===== config.mk =====
export PLATFORM = sky130hd
export DESIGN_NAME = calendar_date_step_counter
export DESIGN_NICKNAME = d
export VERILOG_FILES = /design/src/cdsc_pkg.sv /design/src/cdsc_mod400.sv /design/src/cdsc_step_unit.sv /design/src/calendar_date_step_counter.sv
export VERILOG_INCLUDE_DIRS = /design/src /design/src/src
export SDC_FILE = /design/constraint.sdc
export NUM_CORES = 1
export LEC_CHECK = 0
export ABC_AREA = 1
export BUFFER_PORTS_ARGS = -buffer_cell sky130_fd_sc_hd__buf_2
export CAP_MARGIN = 20
export CELL_PAD_IN_SITES_DETAIL_PLACEMENT = 0
export CELL_PAD_IN_SITES_GLOBAL_PLACEMENT = 1
export CORE_MARGIN = 10
export CORE_UTILIZATION = 40
export CTS_BUF_LIST = sky130_fd_sc_hd__clkbuf_4 sky130_fd_sc_hd__clkbuf_8 sky130_fd_sc_hd__clkbuf_16
export DETAILED_ROUTE_END_ITERATION = 8
export MAX_ROUTING_LAYER = met4
export PLACE_DENSITY = 0.85
export SYNTH_ARGS = -nofsm -noshare
export SYNTH_HDL_FRONTEND = slang
export SYNTH_SLANG_ARGS = --single-unit

===== constraint.sdc =====
create_clock -name clk_i -period 6.45 [get_ports clk_i]
set_input_delay 0.3225 -clock clk_i [delete_from_list [all_inputs] [get_ports clk_i]]
set_output_delay 0.3225 -clock clk_i [all_outputs]
set_load 0.005 [all_outputs]

===== src/calendar_date_step_counter_defines.svh =====
// ----------------------------------------------------------------------------
// Calendar date step counter assertion macros
// Shared assertion forms for the modules of the date counter.
// ----------------------------------------------------------------------------
`ifndef CALENDAR_DATE_STEP_COUNTER_DEFINES_SVH
`define CALENDAR_DATE_STEP_COUNTER_DEFINES_SVH

// Same-cycle implication, checked outside reset.
`define CDSC_ASSERT_NOW(lbl, ante, cons) \
  lbl: assert property (@(posedge clk_i) disable iff (!rst_ni) (ante) |-> (cons)) \
    else $error("date counter check failed");

// Next-cycle implication, checked outside reset.
`define CDSC_ASSERT_NEXT(lbl, ante, cons) \
  lbl: assert property (@(posedge clk_i) disable iff (!rst_ni) (ante) |=> (cons)) \
    else $error("date counter check failed");

`endif


===== src/cdsc_pkg.sv =====
`timescale 1ns / 1ps
// ----------------------------------------------------------------------------
// Calendar date step counter package
// Operation and relation codes, sequencer states and calendar helpers.
// ----------------------------------------------------------------------------
package cdsc_pkg;

  localparam int unsigned LeapCycle = 400;
  localparam int unsigned Century   = 100;
  localparam int unsigned MonthsC   = 12;
  localparam int unsigned ResW      = 9;

  localparam logic [4:0] Days28 = 5'd28;
  localparam logic [4:0] Days29 = 5'd29;
  localparam logic [4:0] Days30 = 5'd30;
  localparam logic [4:0] Days31 = 5'd31;

  typedef enum logic [1:0] {
    OP_LOAD    = 2'd0,
    OP_ADD     = 2'd1,
    OP_SUB     = 2'd2,
    OP_COMPARE = 2'd3
  } op_e;

  typedef enum logic [1:0] {
    REL_EQUAL   = 2'd0,
    REL_LATER   = 2'd1,
    REL_EARLIER = 2'd2
  } rel_e;

  typedef enum logic [2:0] {
    ST_IDLE = 3'b001,
    ST_LOAD = 3'b010,
    ST_STEP = 3'b100
  } state_e;

  typedef struct packed {
    logic [4:0] day;
    logic [3:0] month;
  } date_t;

  function automatic logic [4:0] month_len(input logic [3:0] month, input logic leap);
    logic [4:0] len;
    if (month == 4'd2) begin
      len = leap ? Days29 : Days28;
    end else if (month == 4'd4 || month == 4'd6 || month == 4'd9 || month == 4'd11) begin
      len = Days30;
    end else begin
      len = Days31;
    end
    return len;
  endfunction

  function automatic logic [4:0] prev_month_end(input logic [3:0] month, input logic leap);
    logic [4:0] len;
    if (month == 4'd3) begin
      len = leap ? Days29 : Days28;
    end else if (month == 4'd1 || month == 4'd2 || month == 4'd4 || month == 4'd6 ||
                 month == 4'd8 || month == 4'd9 || month == 4'd11) begin
      len = Days31;
    end else begin
      len = Days30;
    end
    return len;
  endfunction

endpackage


===== src/cdsc_mod400.sv =====
`timescale 1ns / 1ps
// ----------------------------------------------------------------------------
// Year residue unit
// Remainder of a year by the leap cycle in two register stages: the year over
// sixteen is folded in ten-bit digits, reduced by a reciprocal multiply, and
// joined with the low four year bits.
// ----------------------------------------------------------------------------
module cdsc_mod400 #(
  parameter int unsigned YEAR_BITS = 16
) (
  input  logic                       clk_i,
  input  logic                       rst_ni,
  input  logic                       start_i,
  input  logic [YEAR_BITS-1:0]       value_i,
  output logic                       done_o,
  output logic [cdsc_pkg::ResW-1:0]  rem_o
);

  localparam int unsigned Base   = cdsc_pkg::LeapCycle / 16;
  localparam int unsigned DigitW = 10;
  localparam int unsigned SumW   = 12;
  localparam int unsigned Shift  = 17;
  localparam int unsigned RecipW = 13;
  localparam int unsigned ProdW  = SumW + RecipW;
  localparam int unsigned Recip  = ((1 << Shift) + Base - 1) / Base;
  localparam int unsigned Bias   = (((1 << DigitW) + Base - 1) / Base) * Base;

  logic [31:0]               year_w;
  logic [SumW-1:0]           sum_q, sum_d;
  logic [3:0]                low_q, low_d;
  logic                      sum_vld_q;
  logic                      done_q;
  logic [7:0]                quot;
  logic [4:0]                rem25;
  logic [cdsc_pkg::ResW-1:0] rem_q, rem_d;

  // Since 1024 is one less than a multiple of 25, the ten-bit digits of the
  // year over sixteen alternate in sign modulo 25.
  assign year_w = 32'(value_i);
  assign sum_d  = SumW'(year_w[13:4]) + SumW'(year_w[31:24]) + SumW'(Bias) -
                  SumW'(year_w[23:14]);
  assign low_d  = year_w[3:0];

  assign quot  = 8'((ProdW'(sum_q) * ProdW'(Recip)) >> Shift);
  assign rem25 = 5'(sum_q - SumW'(quot) * SumW'(Base));
  assign rem_d = {rem25, low_q};

  always_ff @(posedge clk_i or negedge rst_ni) begin
    if (!rst_ni) begin
      sum_vld_q <= 1'b0;
      done_q    <= 1'b0;
    end else begin
      sum_vld_q <= start_i;
      done_q    <= sum_vld_q;
    end
  end

  always_ff @(posedge clk_i) begin
    if (start_i) begin
      sum_q <= sum_d;
      low_q <= low_d;
    end
    if (sum_vld_q) begin
      rem_q <= rem_d;
    end
  end

  assign done_o = done_q;
  assign rem_o  = rem_q;

endmodule


===== src/cdsc_step_unit.sv =====
`timescale 1ns / 1ps
// ----------------------------------------------------------------------------
// Day step unit
// Moves a date one day forward or back and keeps the year residue in step.
// ----------------------------------------------------------------------------
module cdsc_step_unit #(
  parameter int unsigned YEAR_BITS = 16
) (
  input  logic                       back_i,
  input  cdsc_pkg::date_t            date_i,
  input  logic [YEAR_BITS-1:0]       year_i,
  input  logic [cdsc_pkg::ResW-1:0]  res_i,
  output cdsc_pkg::date_t            date_o,
  output logic [YEAR_BITS-1:0]       year_o,
  output logic [cdsc_pkg::ResW-1:0]  res_o
);

  localparam longint unsigned YearMax = (64'd1 << YEAR_BITS) - 64'd1;
  localparam logic [cdsc_pkg::ResW-1:0] ResTop =
    cdsc_pkg::ResW'(YearMax % 64'(cdsc_pkg::LeapCycle));
  localparam logic [cdsc_pkg::ResW-1:0] ResLast =
    cdsc_pkg::ResW'(cdsc_pkg::LeapCycle - 1);

  logic       leap;
  logic [3:0] month_inc;
  logic       yr_up, yr_dn;

  assign leap = (year_i[1:0] == 2'b00) &&
                (res_i != cdsc_pkg::ResW'(cdsc_pkg::Century)) &&
                (res_i != cdsc_pkg::ResW'(2 * cdsc_pkg::Century)) &&
                (res_i != cdsc_pkg::ResW'(3 * cdsc_pkg::Century));

  assign month_inc = date_i.month + 4'd1;

  always_comb begin
    date_o = date_i;
    yr_up  = 1'b0;
    yr_dn  = 1'b0;
    if (!back_i) begin
      if (date_i.day >= cdsc_pkg::month_len(date_i.month, leap)) begin
        date_o.day = 5'd1;
        if (month_inc > 4'(cdsc_pkg::MonthsC) || month_inc == 4'd0) begin
          date_o.month = 4'd1;
          yr_up        = 1'b1;
        end else begin
          date_o.month = month_inc;
        end
      end else begin
        date_o.day = date_i.day + 5'd1;
      end
    end else begin
      if (date_i.day > 5'd1) begin
        date_o.day = date_i.day - 5'd1;
      end else begin
        date_o.day = cdsc_pkg::prev_month_end(date_i.month, leap);
        if (date_i.month > 4'd1) begin
          date_o.month = date_i.month - 4'd1;
        end else begin
          date_o.month = 4'(cdsc_pkg::MonthsC);
          yr_dn        = 1'b1;
        end
      end
    end
  end

  always_comb begin
    year_o = year_i;
    res_o  = res_i;
    if (yr_up) begin
      year_o = year_i + 1'b1;
      if (year_i == {YEAR_BITS{1'b1}} || res_i == ResLast) begin
        res_o = '0;
      end else begin
        res_o = res_i + 1'b1;
      end
    end else if (yr_dn) begin
      year_o = year_i - 1'b1;
      if (year_i == '0) begin
        res_o = ResTop;
      end else if (res_i == '0) begin
        res_o = ResLast;
      end else begin
        res_o = res_i - 1'b1;
      end
    end
  end

endmodule


===== src/calendar_date_step_counter.sv =====
`timescale 1ns / 1ps
// ----------------------------------------------------------------------------
// Calendar date step counter
// Holds one Gregorian date and loads, steps, or compares it on command.
// ----------------------------------------------------------------------------
// Usage: drive operation_i and the given fields with start_i high. An item is
// taken at a rising edge with start_i high and busy_o low. busy_o stays high
// while a load, add or subtract is worked on, and no new item is taken then.
// Each item gives one result: valid_o is high for exactly one cycle while
// current_day_o, current_month_o, current_year_o and relation_o hold it.
// The receiver cannot hold a result off; it must take it in that cycle.
// Timing: a compare gives its result in the cycle after it is taken. An add or
// subtract of N days moves the date one day step per cycle through the shared
// step unit, then shows its result. A load waits on the two register stages
// of the residue unit that finds the year modulo 400.
// A new item may be taken in the cycle in which the previous result shows.
// Reset sets the date to 1 January 2000 and clears busy_o and valid_o.
// ----------------------------------------------------------------------------
`include "calendar_date_step_counter_defines.svh"

module calendar_date_step_counter #(
  parameter int unsigned YEAR_BITS = 16
) (
  input  logic        clk_i,
  input  logic        rst_ni,
  input  logic        start_i,
  output logic        busy_o,
  input  logic [1:0]  operation_i,
  input  logic [4:0]  given_day_i,
  input  logic [3:0]  given_month_i,
  input  logic [15:0] given_year_i,
  input  logic [15:0] day_count_i,
  output logic        valid_o,
  output logic [4:0]  current_day_o,
  output logic [3:0]  current_month_o,
  output logic [15:0] current_year_o,
  output logic [1:0]  relation_o
);

  localparam longint unsigned YearMax = (64'd1 << YEAR_BITS) - 64'd1;
  localparam logic [YEAR_BITS-1:0] YearRst = YEAR_BITS'(64'd2000 & YearMax);
  localparam logic [cdsc_pkg::ResW-1:0] ResRst =
    cdsc_pkg::ResW'((64'd2000 & YearMax) % 64'(cdsc_pkg::LeapCycle));

  cdsc_pkg::state_e          state_q, state_d;
  cdsc_pkg::date_t           date_q, date_d, step_date;
  logic [YEAR_BITS-1:0]      year_q, year_d, step_year, given_year;
  logic [cdsc_pkg::ResW-1:0] res_q, res_d, step_res, mod_rem;
  logic [15:0]               cnt_q, cnt_d;
  logic                      back_q, back_d;
  logic                      valid_q, valid_d;
  cdsc_pkg::rel_e            rel_q, rel_d, rel_cmp;
  logic                      mod_start, mod_done;

  assign given_year = YEAR_BITS'(given_year_i);

  cdsc_mod400 #(
    .YEAR_BITS(YEAR_BITS)
  ) u_mod400 (
    .clk_i  (clk_i),
    .rst_ni (rst_ni),
    .start_i(mod_start),
    .value_i(given_year),
    .done_o (mod_done),
    .rem_o  (mod_rem)
  );

  cdsc_step_unit #(
    .YEAR_BITS(YEAR_BITS)
  ) u_step (
    .back_i(back_q),
    .date_i(date_q),
    .year_i(year_q),
    .res_i (res_q),
    .date_o(step_date),
    .year_o(step_year),
    .res_o (step_res)
  );

  always_comb begin
    if (year_q != given_year) begin
      rel_cmp = (year_q > given_year) ? cdsc_pkg::REL_LATER : cdsc_pkg::REL_EARLIER;
    end else if (date_q.month != given_month_i) begin
      rel_cmp = (date_q.month > given_month_i) ? cdsc_pkg::REL_LATER
                                               : cdsc_pkg::REL_EARLIER;
    end else if (date_q.day != given_day_i) begin
      rel_cmp = (date_q.day > given_day_i) ? cdsc_pkg::REL_LATER : cdsc_pkg::REL_EARLIER;
    end else begin
      rel_cmp = cdsc_pkg::REL_EQUAL;
    end
  end

  always_comb begin
    state_d   = state_q;
    date_d    = date_q;
    year_d    = year_q;
    res_d     = res_q;
    cnt_d     = cnt_q;
    back_d    = back_q;
    rel_d     = rel_q;
    valid_d   = 1'b0;
    mod_start = 1'b0;
    unique case (state_q)
      cdsc_pkg::ST_IDLE: begin
        if (start_i) begin
          unique case (cdsc_pkg::op_e'(operation_i))
            cdsc_pkg::OP_LOAD: begin
              date_d.day   = given_day_i;
              date_d.month = given_month_i;
              year_d       = given_year;
              rel_d        = cdsc_pkg::REL_EQUAL;
              mod_start    = 1'b1;
              state_d      = cdsc_pkg::ST_LOAD;
            end
            cdsc_pkg::OP_ADD, cdsc_pkg::OP_SUB: begin
              cnt_d   = day_count_i;
              back_d  = (cdsc_pkg::op_e'(operation_i) == cdsc_pkg::OP_SUB);
              rel_d   = cdsc_pkg::REL_EQUAL;
              state_d = cdsc_pkg::ST_STEP;
            end
            cdsc_pkg::OP_COMPARE: begin
              rel_d   = rel_cmp;
              valid_d = 1'b1;
            end
            default: begin
              state_d = cdsc_pkg::ST_IDLE;
            end
          endcase
        end
      end
      cdsc_pkg::ST_LOAD: begin
        if (mod_done) begin
          res_d   = mod_rem;
          valid_d = 1'b1;
          state_d = cdsc_pkg::ST_IDLE;
        end
      end
      cdsc_pkg::ST_STEP: begin
        if (cnt_q == '0) begin
          valid_d = 1'b1;
          state_d = cdsc_pkg::ST_IDLE;
        end else begin
          date_d = step_date;
          year_d = step_year;
          res_d  = step_res;
          cnt_d  = cnt_q - 16'd1;
        end
      end
      default: begin
        state_d = cdsc_pkg::ST_IDLE;
      end
    endcase
  end

  always_ff @(posedge clk_i or negedge rst_ni) begin
    if (!rst_ni) begin
      state_q      <= cdsc_pkg::ST_IDLE;
      date_q.day   <= 5'd1;
      date_q.month <= 4'd1;
      year_q       <= YearRst;
      res_q        <= ResRst;
      valid_q      <= 1'b0;
      rel_q        <= cdsc_pkg::REL_EQUAL;
    end else begin
      state_q <= state_d;
      date_q  <= date_d;
      year_q  <= year_d;
      res_q   <= res_d;
      valid_q <= valid_d;
      rel_q   <= rel_d;
    end
  end

  always_ff @(posedge clk_i) begin
    cnt_q  <= cnt_d;
    back_q <= back_d;
  end

  assign busy_o          = (state_q != cdsc_pkg::ST_IDLE);
  assign valid_o         = valid_q;
  assign current_day_o   = date_q.day;
  assign current_month_o = date_q.month;
  assign current_year_o  = 16'(year_q);
  assign relation_o      = rel_q;

  `CDSC_ASSERT_NOW(a_valid_idle, valid_q, state_q == cdsc_pkg::ST_IDLE)
  `CDSC_ASSERT_NEXT(a_accept_moves, start_i && !busy_o, valid_q || busy_o)
  `CDSC_ASSERT_NEXT(a_load_done, state_q == cdsc_pkg::ST_LOAD && mod_done, valid_q && !busy_o)
  `CDSC_ASSERT_NEXT(a_step_done, state_q == cdsc_pkg::ST_STEP && cnt_q == '0, valid_q && !busy_o)
  `CDSC_ASSERT_NOW(a_rel_code, 1'b1, rel_q != cdsc_pkg::rel_e'(2'b11))

endmodule

After elaboration in Yosys (flattened, before gate mapping)
Cells that the tools add are included.

word-level totals
  register bits = 84
  input bits = 46
  output and inout bits = 29
  word-level logic and storage cells = 161

operators by class
  $add $sub $neg = 12
  $mul = 2
  order comparisons = 7
  equal/unequal tests = 33
  muxes and demuxes = 61
  reductions and logical operators = 32

operators with widths
  kind                                                                    count
  16-bit 2-to-1 mux                                                       8
  9-bit 2-to-1 mux                                                        11
  16-bit one-hot mux with 2 select lines                                  2
  9-bit one-hot mux with 2 select lines                                   2
  16-bit zero test                                                        2
  16-bit by 1-bit subtractor with 16-bit output (second input constant)   2
  12-bit by 13-bit multiplier with 25-bit output (second input constant)  1
  5-bit 2-to-1 mux                                                        5
  16-bit by 1-bit adder with 16-bit output (second input constant)        1
  16-bit == test (second input constant)                                  1
  16-bit > comparator                                                     1
  1-bit 2-to-1 mux                                                        16
  4-bit 2-to-1 mux                                                        4
  16-bit inequality test                                                  1
  4-bit AND reduction                                                     4
  10-bit by 11-bit adder with 12-bit output (second input constant)       1
  4-bit == test (second input constant)                                   3
  2-bit 2-to-1 mux                                                        6
  12-bit by 2-bit subtractor with 12-bit output                           1
  1-bit logical OR                                                        11
  9-bit by 1-bit adder with 9-bit output (second input constant)          1
  9-bit == test (second input constant)                                   1
  9-bit zero test                                                         1
  3-bit 2-to-1 mux                                                        3
  other kinds (45)                                                        58

Longest topological paths before layout
  word-level depth = 13
  gate-level depth with buffers = 34
  mapped depth without buffers = 34

Hierarchy
A second synthesis with hierarchy kept.

unflattened totals
  cell total of the unflattened synthesis = 1,551
  area total of the unflattened synthesis = 10,864.2 µm²

modules (own cells, without submodules)
  module                      times used  cells an instance  area each (µm²)  seq. area each (µm²)
  cdsc_mod400                 1           493                4,325.4          800.8
  calendar_date_step_counter  1           542                3,951.3          1,522.7
  cdsc_step_unit              1           516                2,587.5          0.0

Least setup slack after synthesis
OpenSTA, ideal clock, no wires.

  kind = register -> register
  start point = register u_mod400.sum_q[9]
  end point = register u_mod400.rem_q (netlist bit u_mod400.rem_o[8]), data pin
  library setup time = 253 ps
  arrival time = 5,779 ps
  data required time = 6,197 ps
  slack = 418 ps
  cell stages (with the launch flop) = 33
  buffers on the path = 0
  period minus slack after synthesis = 6,032 ps
  cell sequence = edfxtp_1 > fa_1 > xor2_1 > ha_1 > inv_1 > fa_1 > inv_1 > fa_1 > inv_1 > fa_1 > inv_1 > ha_1 > nand2_1 > nor4_1 > nand2_1 > nand2_1 > nand2_1 > nand2_1 > nand2_1 > nand2_1 > xor2_1 > ha_1 > ha_1 > inv_1 > ha_1 > inv_1 > o21bai_1 > xor2_1 > inv_1 > nand3_1 > nand2_1 > nand2_1 > nand2_1

between the ends
  longest elaborated chain between the ends = 3

ends and longest elaborated chain
  element                                         line               source
  start, declared                                 cdsc_mod400.sv:29  logic [SumW-1:0] sum_q, sum_d;
  start signal, assigned                          cdsc_mod400.sv:60  sum_q <= sum_d;
  12-bit by 13-bit multiplier with 25-bit output  cdsc_mod400.sv:44  assign quot = 8'((ProdW'(sum_q) * ProdW'(Recip)) >> Shift);
  8-bit by 5-bit multiplier with 5-bit output     cdsc_mod400.sv:45  assign rem25 = 5'(sum_q - SumW'(quot) * SumW'(Base));
  5-bit subtractor                                cdsc_mod400.sv:45
  via u_mod400.rem25[4]                           cdsc_mod400.sv:34  logic [4:0] rem25;
  end signal, assigned                            cdsc_mod400.sv:64  rem_q <= rem_d;
  end, declared                                   cdsc_mod400.sv:35  logic [cdsc_pkg::ResW-1:0] rem_q, rem_d;

The timed path passes the listed nets, and every way through them passes these cells.
A chain may end at the register's enable or synchronous reset.

Worst setup path in the final report
  start point = register u_mod400.sum_q[7]
  end point = register u_mod400.rem_q (netlist bit u_mod400.rem_o[8]), data pin

The elaborated chain is that of the path after synthesis.

==> impl_results.md <==
- Status: finished clean
- Period utilisation layout: between 90% and 100%
- DIE AREA: 31200 sq um
- Final Hold Fails: 0
- Slew @ Worst Pin: 614 ps
- Largest net degree at the start of global routing: 51
- Top cells by count, synth: nand2_1, inv_1, ha_1
- Worst setup SP type: flop
- Die W: around 180 um
- Layout Area Growth over Synthesis: 13.7%
- CP most frequent cell: inv_1
- Largest stage delay, worst path: approximately 550 ps
- Worst skew pair latency: between 300 and 400 ps
- CTS tree: yes
- Worst EP arrival: approximately 6300 ps
- Sw Pwr: 0.00281 W
- Number of flops mapped to enable cells by yosys: 42
- Crit-path leading delay family: adder cells
- Drt wl/cell: approximately 14 um
- Power Dens Cells: approximately 490 nW/um^2
- Clock transition at path regs: 80 ps
- GPL Wtd Cong: 0.888
- Core area: around 24000 sq um
- DRC viols: 0
- Dominant synthesized flop cell: edfxtp_1
- Vias: between 8000 and 9000
- Seq/Total Area, Yosys: 23.7%
- Clock skew: approximately 19 ps
- Ranking of synthesized cells by area: ha_1, edfxtp_1, nand2_1
- Post-Synthesis Cell Area: a little under 10000 sq um
- Worst path slowest cell: fa_1
- Post-route setup TNS: 0 ps
- Synth Instances: between 1000 and 1500
- Crit path buf inv count: 7
- Final Slew Violations: 0
- Clk root buf: clkbuf_16
- Initial core utilization: 40.5%
- Routed WL: roughly 24000 um
- Combinational power share: a little over two thirds
- Worst relative slew slack: between 50% and 60%
- I/O pins: 75
- Final setup violation count: 0
- Yosys warns: 0
- Antenna viol nets, final: 0
- Syn_nets: around 1500
- Critical path capture point type: flop
- Synth area leader: ha_1
- Initial antenna violation count: 0
- DP Cell Count: between 1500 and 2000
- Final nets: 1626
- Die Y: between 150 and 200 um
- Hold bufs inserted after CTS: 0
- Vias per cell: around 4.9
- CTS Buf Count: 9
- Share of post-route cells with drive strength above 1: about 14%
- Sw Ratio: between 50 and 60%
- Ys async rst share: about half
- Rows: 57
- FMAX: around 160 MHz
- Post-DP HPWL: between 15000 and 20000 um
- First-pass GRT wire length: approximately 40000 um
- Average size of a mapped cell: between 7 and 8 sq um
- Total track usage: between 15 and 20%
- CP required: about 6600 ps
- Min-delay worst type: in2async
- Htree depth: 3
- Clock sinks: between 80 and 90
- Crit path time final: 6190 ps
- Ant diodes: 0
- CTS Buffer Depth: 2
- Kind of critical path: reg2reg
- Distinct cells, synth: 53
- Initial DRC count: ~330
- Drt pass-1 iters: 5
- Max-cap viol count: 0
- Number of global-route vias before repair: 8344
- Top-count cell post-synth: nand2_1
- CP Max Fanout: 3
- Leak pwr: between 5 and 6 nW
- Pre-CTS setup slack: about 69 ps
- Clock share of power: under 10%
- Input/output buffers: 74
- Gr ovfl total: 0
- Yosys top cell area share: approximately a fifth
- Int Power: approximately 0.0027 W
- Setup ws final: about 260 ps
- Final std cells w/o fill: roughly 1700
- Number of fillers in the final layout: about 2500
- Flops & latches, synth: 84
- Register share of total power: 19.5%
- Worst VDD drop: 418 uV
## layer usage
| metal | vias up | GRT usage (%) | share of wire (%) |
|---|---|---|---|
| met5 | - | - | 0 |
| met2 | 117 | 26.4 | 48 |
| met4 | 0 | 2.56 | 0.80 |
| met1 | 3910 | 20.4 | 49 |
| li1 | 4371 | - | - |
| met3 | 12 | 1.73 | 2.4 |
## flip-flops by register name, summed over array words and instances (netlist names)
signal,cells
back_q,1
u_mod400.low_q,4
current_year_o,16
state_q,3
current_month_o,4
current_day_o,5
u_mod400.done_o,1
u_mod400.sum_q,12
res_q,9
cnt_q,16
valid_o,1
u_mod400.sum_vld_q,1
relation_o,2
u_mod400.rem_o,9
## path summary, 6_finish.rpt
path,to,slack (ps),cells after the start,from
max,u_mod400.rem_o[8],260,31,u_mod400.sum_q[7]
min,current_day_o[3],40,2,rst_ni
max reg2reg,u_mod400.rem_o[8],260,31,u_mod400.sum_q[7]
min reg2reg,u_mod400.rem_o[1],430,0,u_mod400.low_q[1]
max in group asynchronous,current_year_o[5],5980,2,rst_ni
min in group clk_i,u_mod400.low_q[3],190,1,given_year_i[3]
## area by class of cell
type	count	area [sq um]	share of cell area (%)
Clock inverter	7	81.3	0.729
Tap cell	324	405	3.63
Inverter	247	930	8.33
Timing Repair Buffer	101	584	5.24
Sequential cell	84	2320	20.8
Clock buffer	9	225	2.02
Multi-Input combinational cell	942	6610	59.2
## power by group through the flow
stage          logic, W  clock network (W)  registers, W
2_1_floorplan   0.00281                  0       0.00100
3_3_place_gp    0.00352                  0       0.00108
3_5_place_dp    0.00357                  0       0.00108
4_1_cts         0.00359           0.000542       0.00107
5_1_grt         0.00456           0.000565       0.00110
6_report        0.00390           0.000535       0.00107
## logic make-up (layout without fill, tap and decap cells)
logic type | count (synthesis) | after routing | synth area share [%]
compound gates | 182 | 182 | 10.6
xor+xnor | 44 | 44 | 3.93
fa+ha+maj | 195 | 195 | 28.4
flops | 84 | 84 | 23.7
simple gates | 521 | 521 | 22.9
buf+inv | 265 | 364 | 10.5
## repair_timing
item,CTS,global route
gates resized for setup,0,36
setup buffers,0,15
endpoints found under the setup margin,0,1
## through the flow
| stage | util, % | hold WS (ps) | instance area (sq um) | total power, W |
|---|---|---|---|---|
| after global routing | 46.0 | 88.5 | 11200 | 0.00623 |
| after detailed placement | 43.6 | 407 | 10600 | 0.00465 |
| after CTS | 44.9 | 70.0 | 10900 | 0.00520 |
| after floorplan | - | 26.9 | 9810 | 0.00381 |
| after global placement | 43.6 | 400 | 10600 | 0.00459 |
| final | 46.0 | 38.0 | 11200 | 0.00551 |
## cell usage in the layout (no fill, tap or decap), drive strengths merged, types with 9 or more instances in the layout
cell,n
inv,249
a21oi,70
clkbuf,9
or2,9
edfxtp,42
fa,46
o21ai,75
nor3,15
nor2,105
a31oi,9
nand2,299
xor2,37
nand4,9
nand3,65
dfrtp,33
buf,101
ha,149
dfstp,9
No activity file was read; power rests on OpenSTA's default activity.
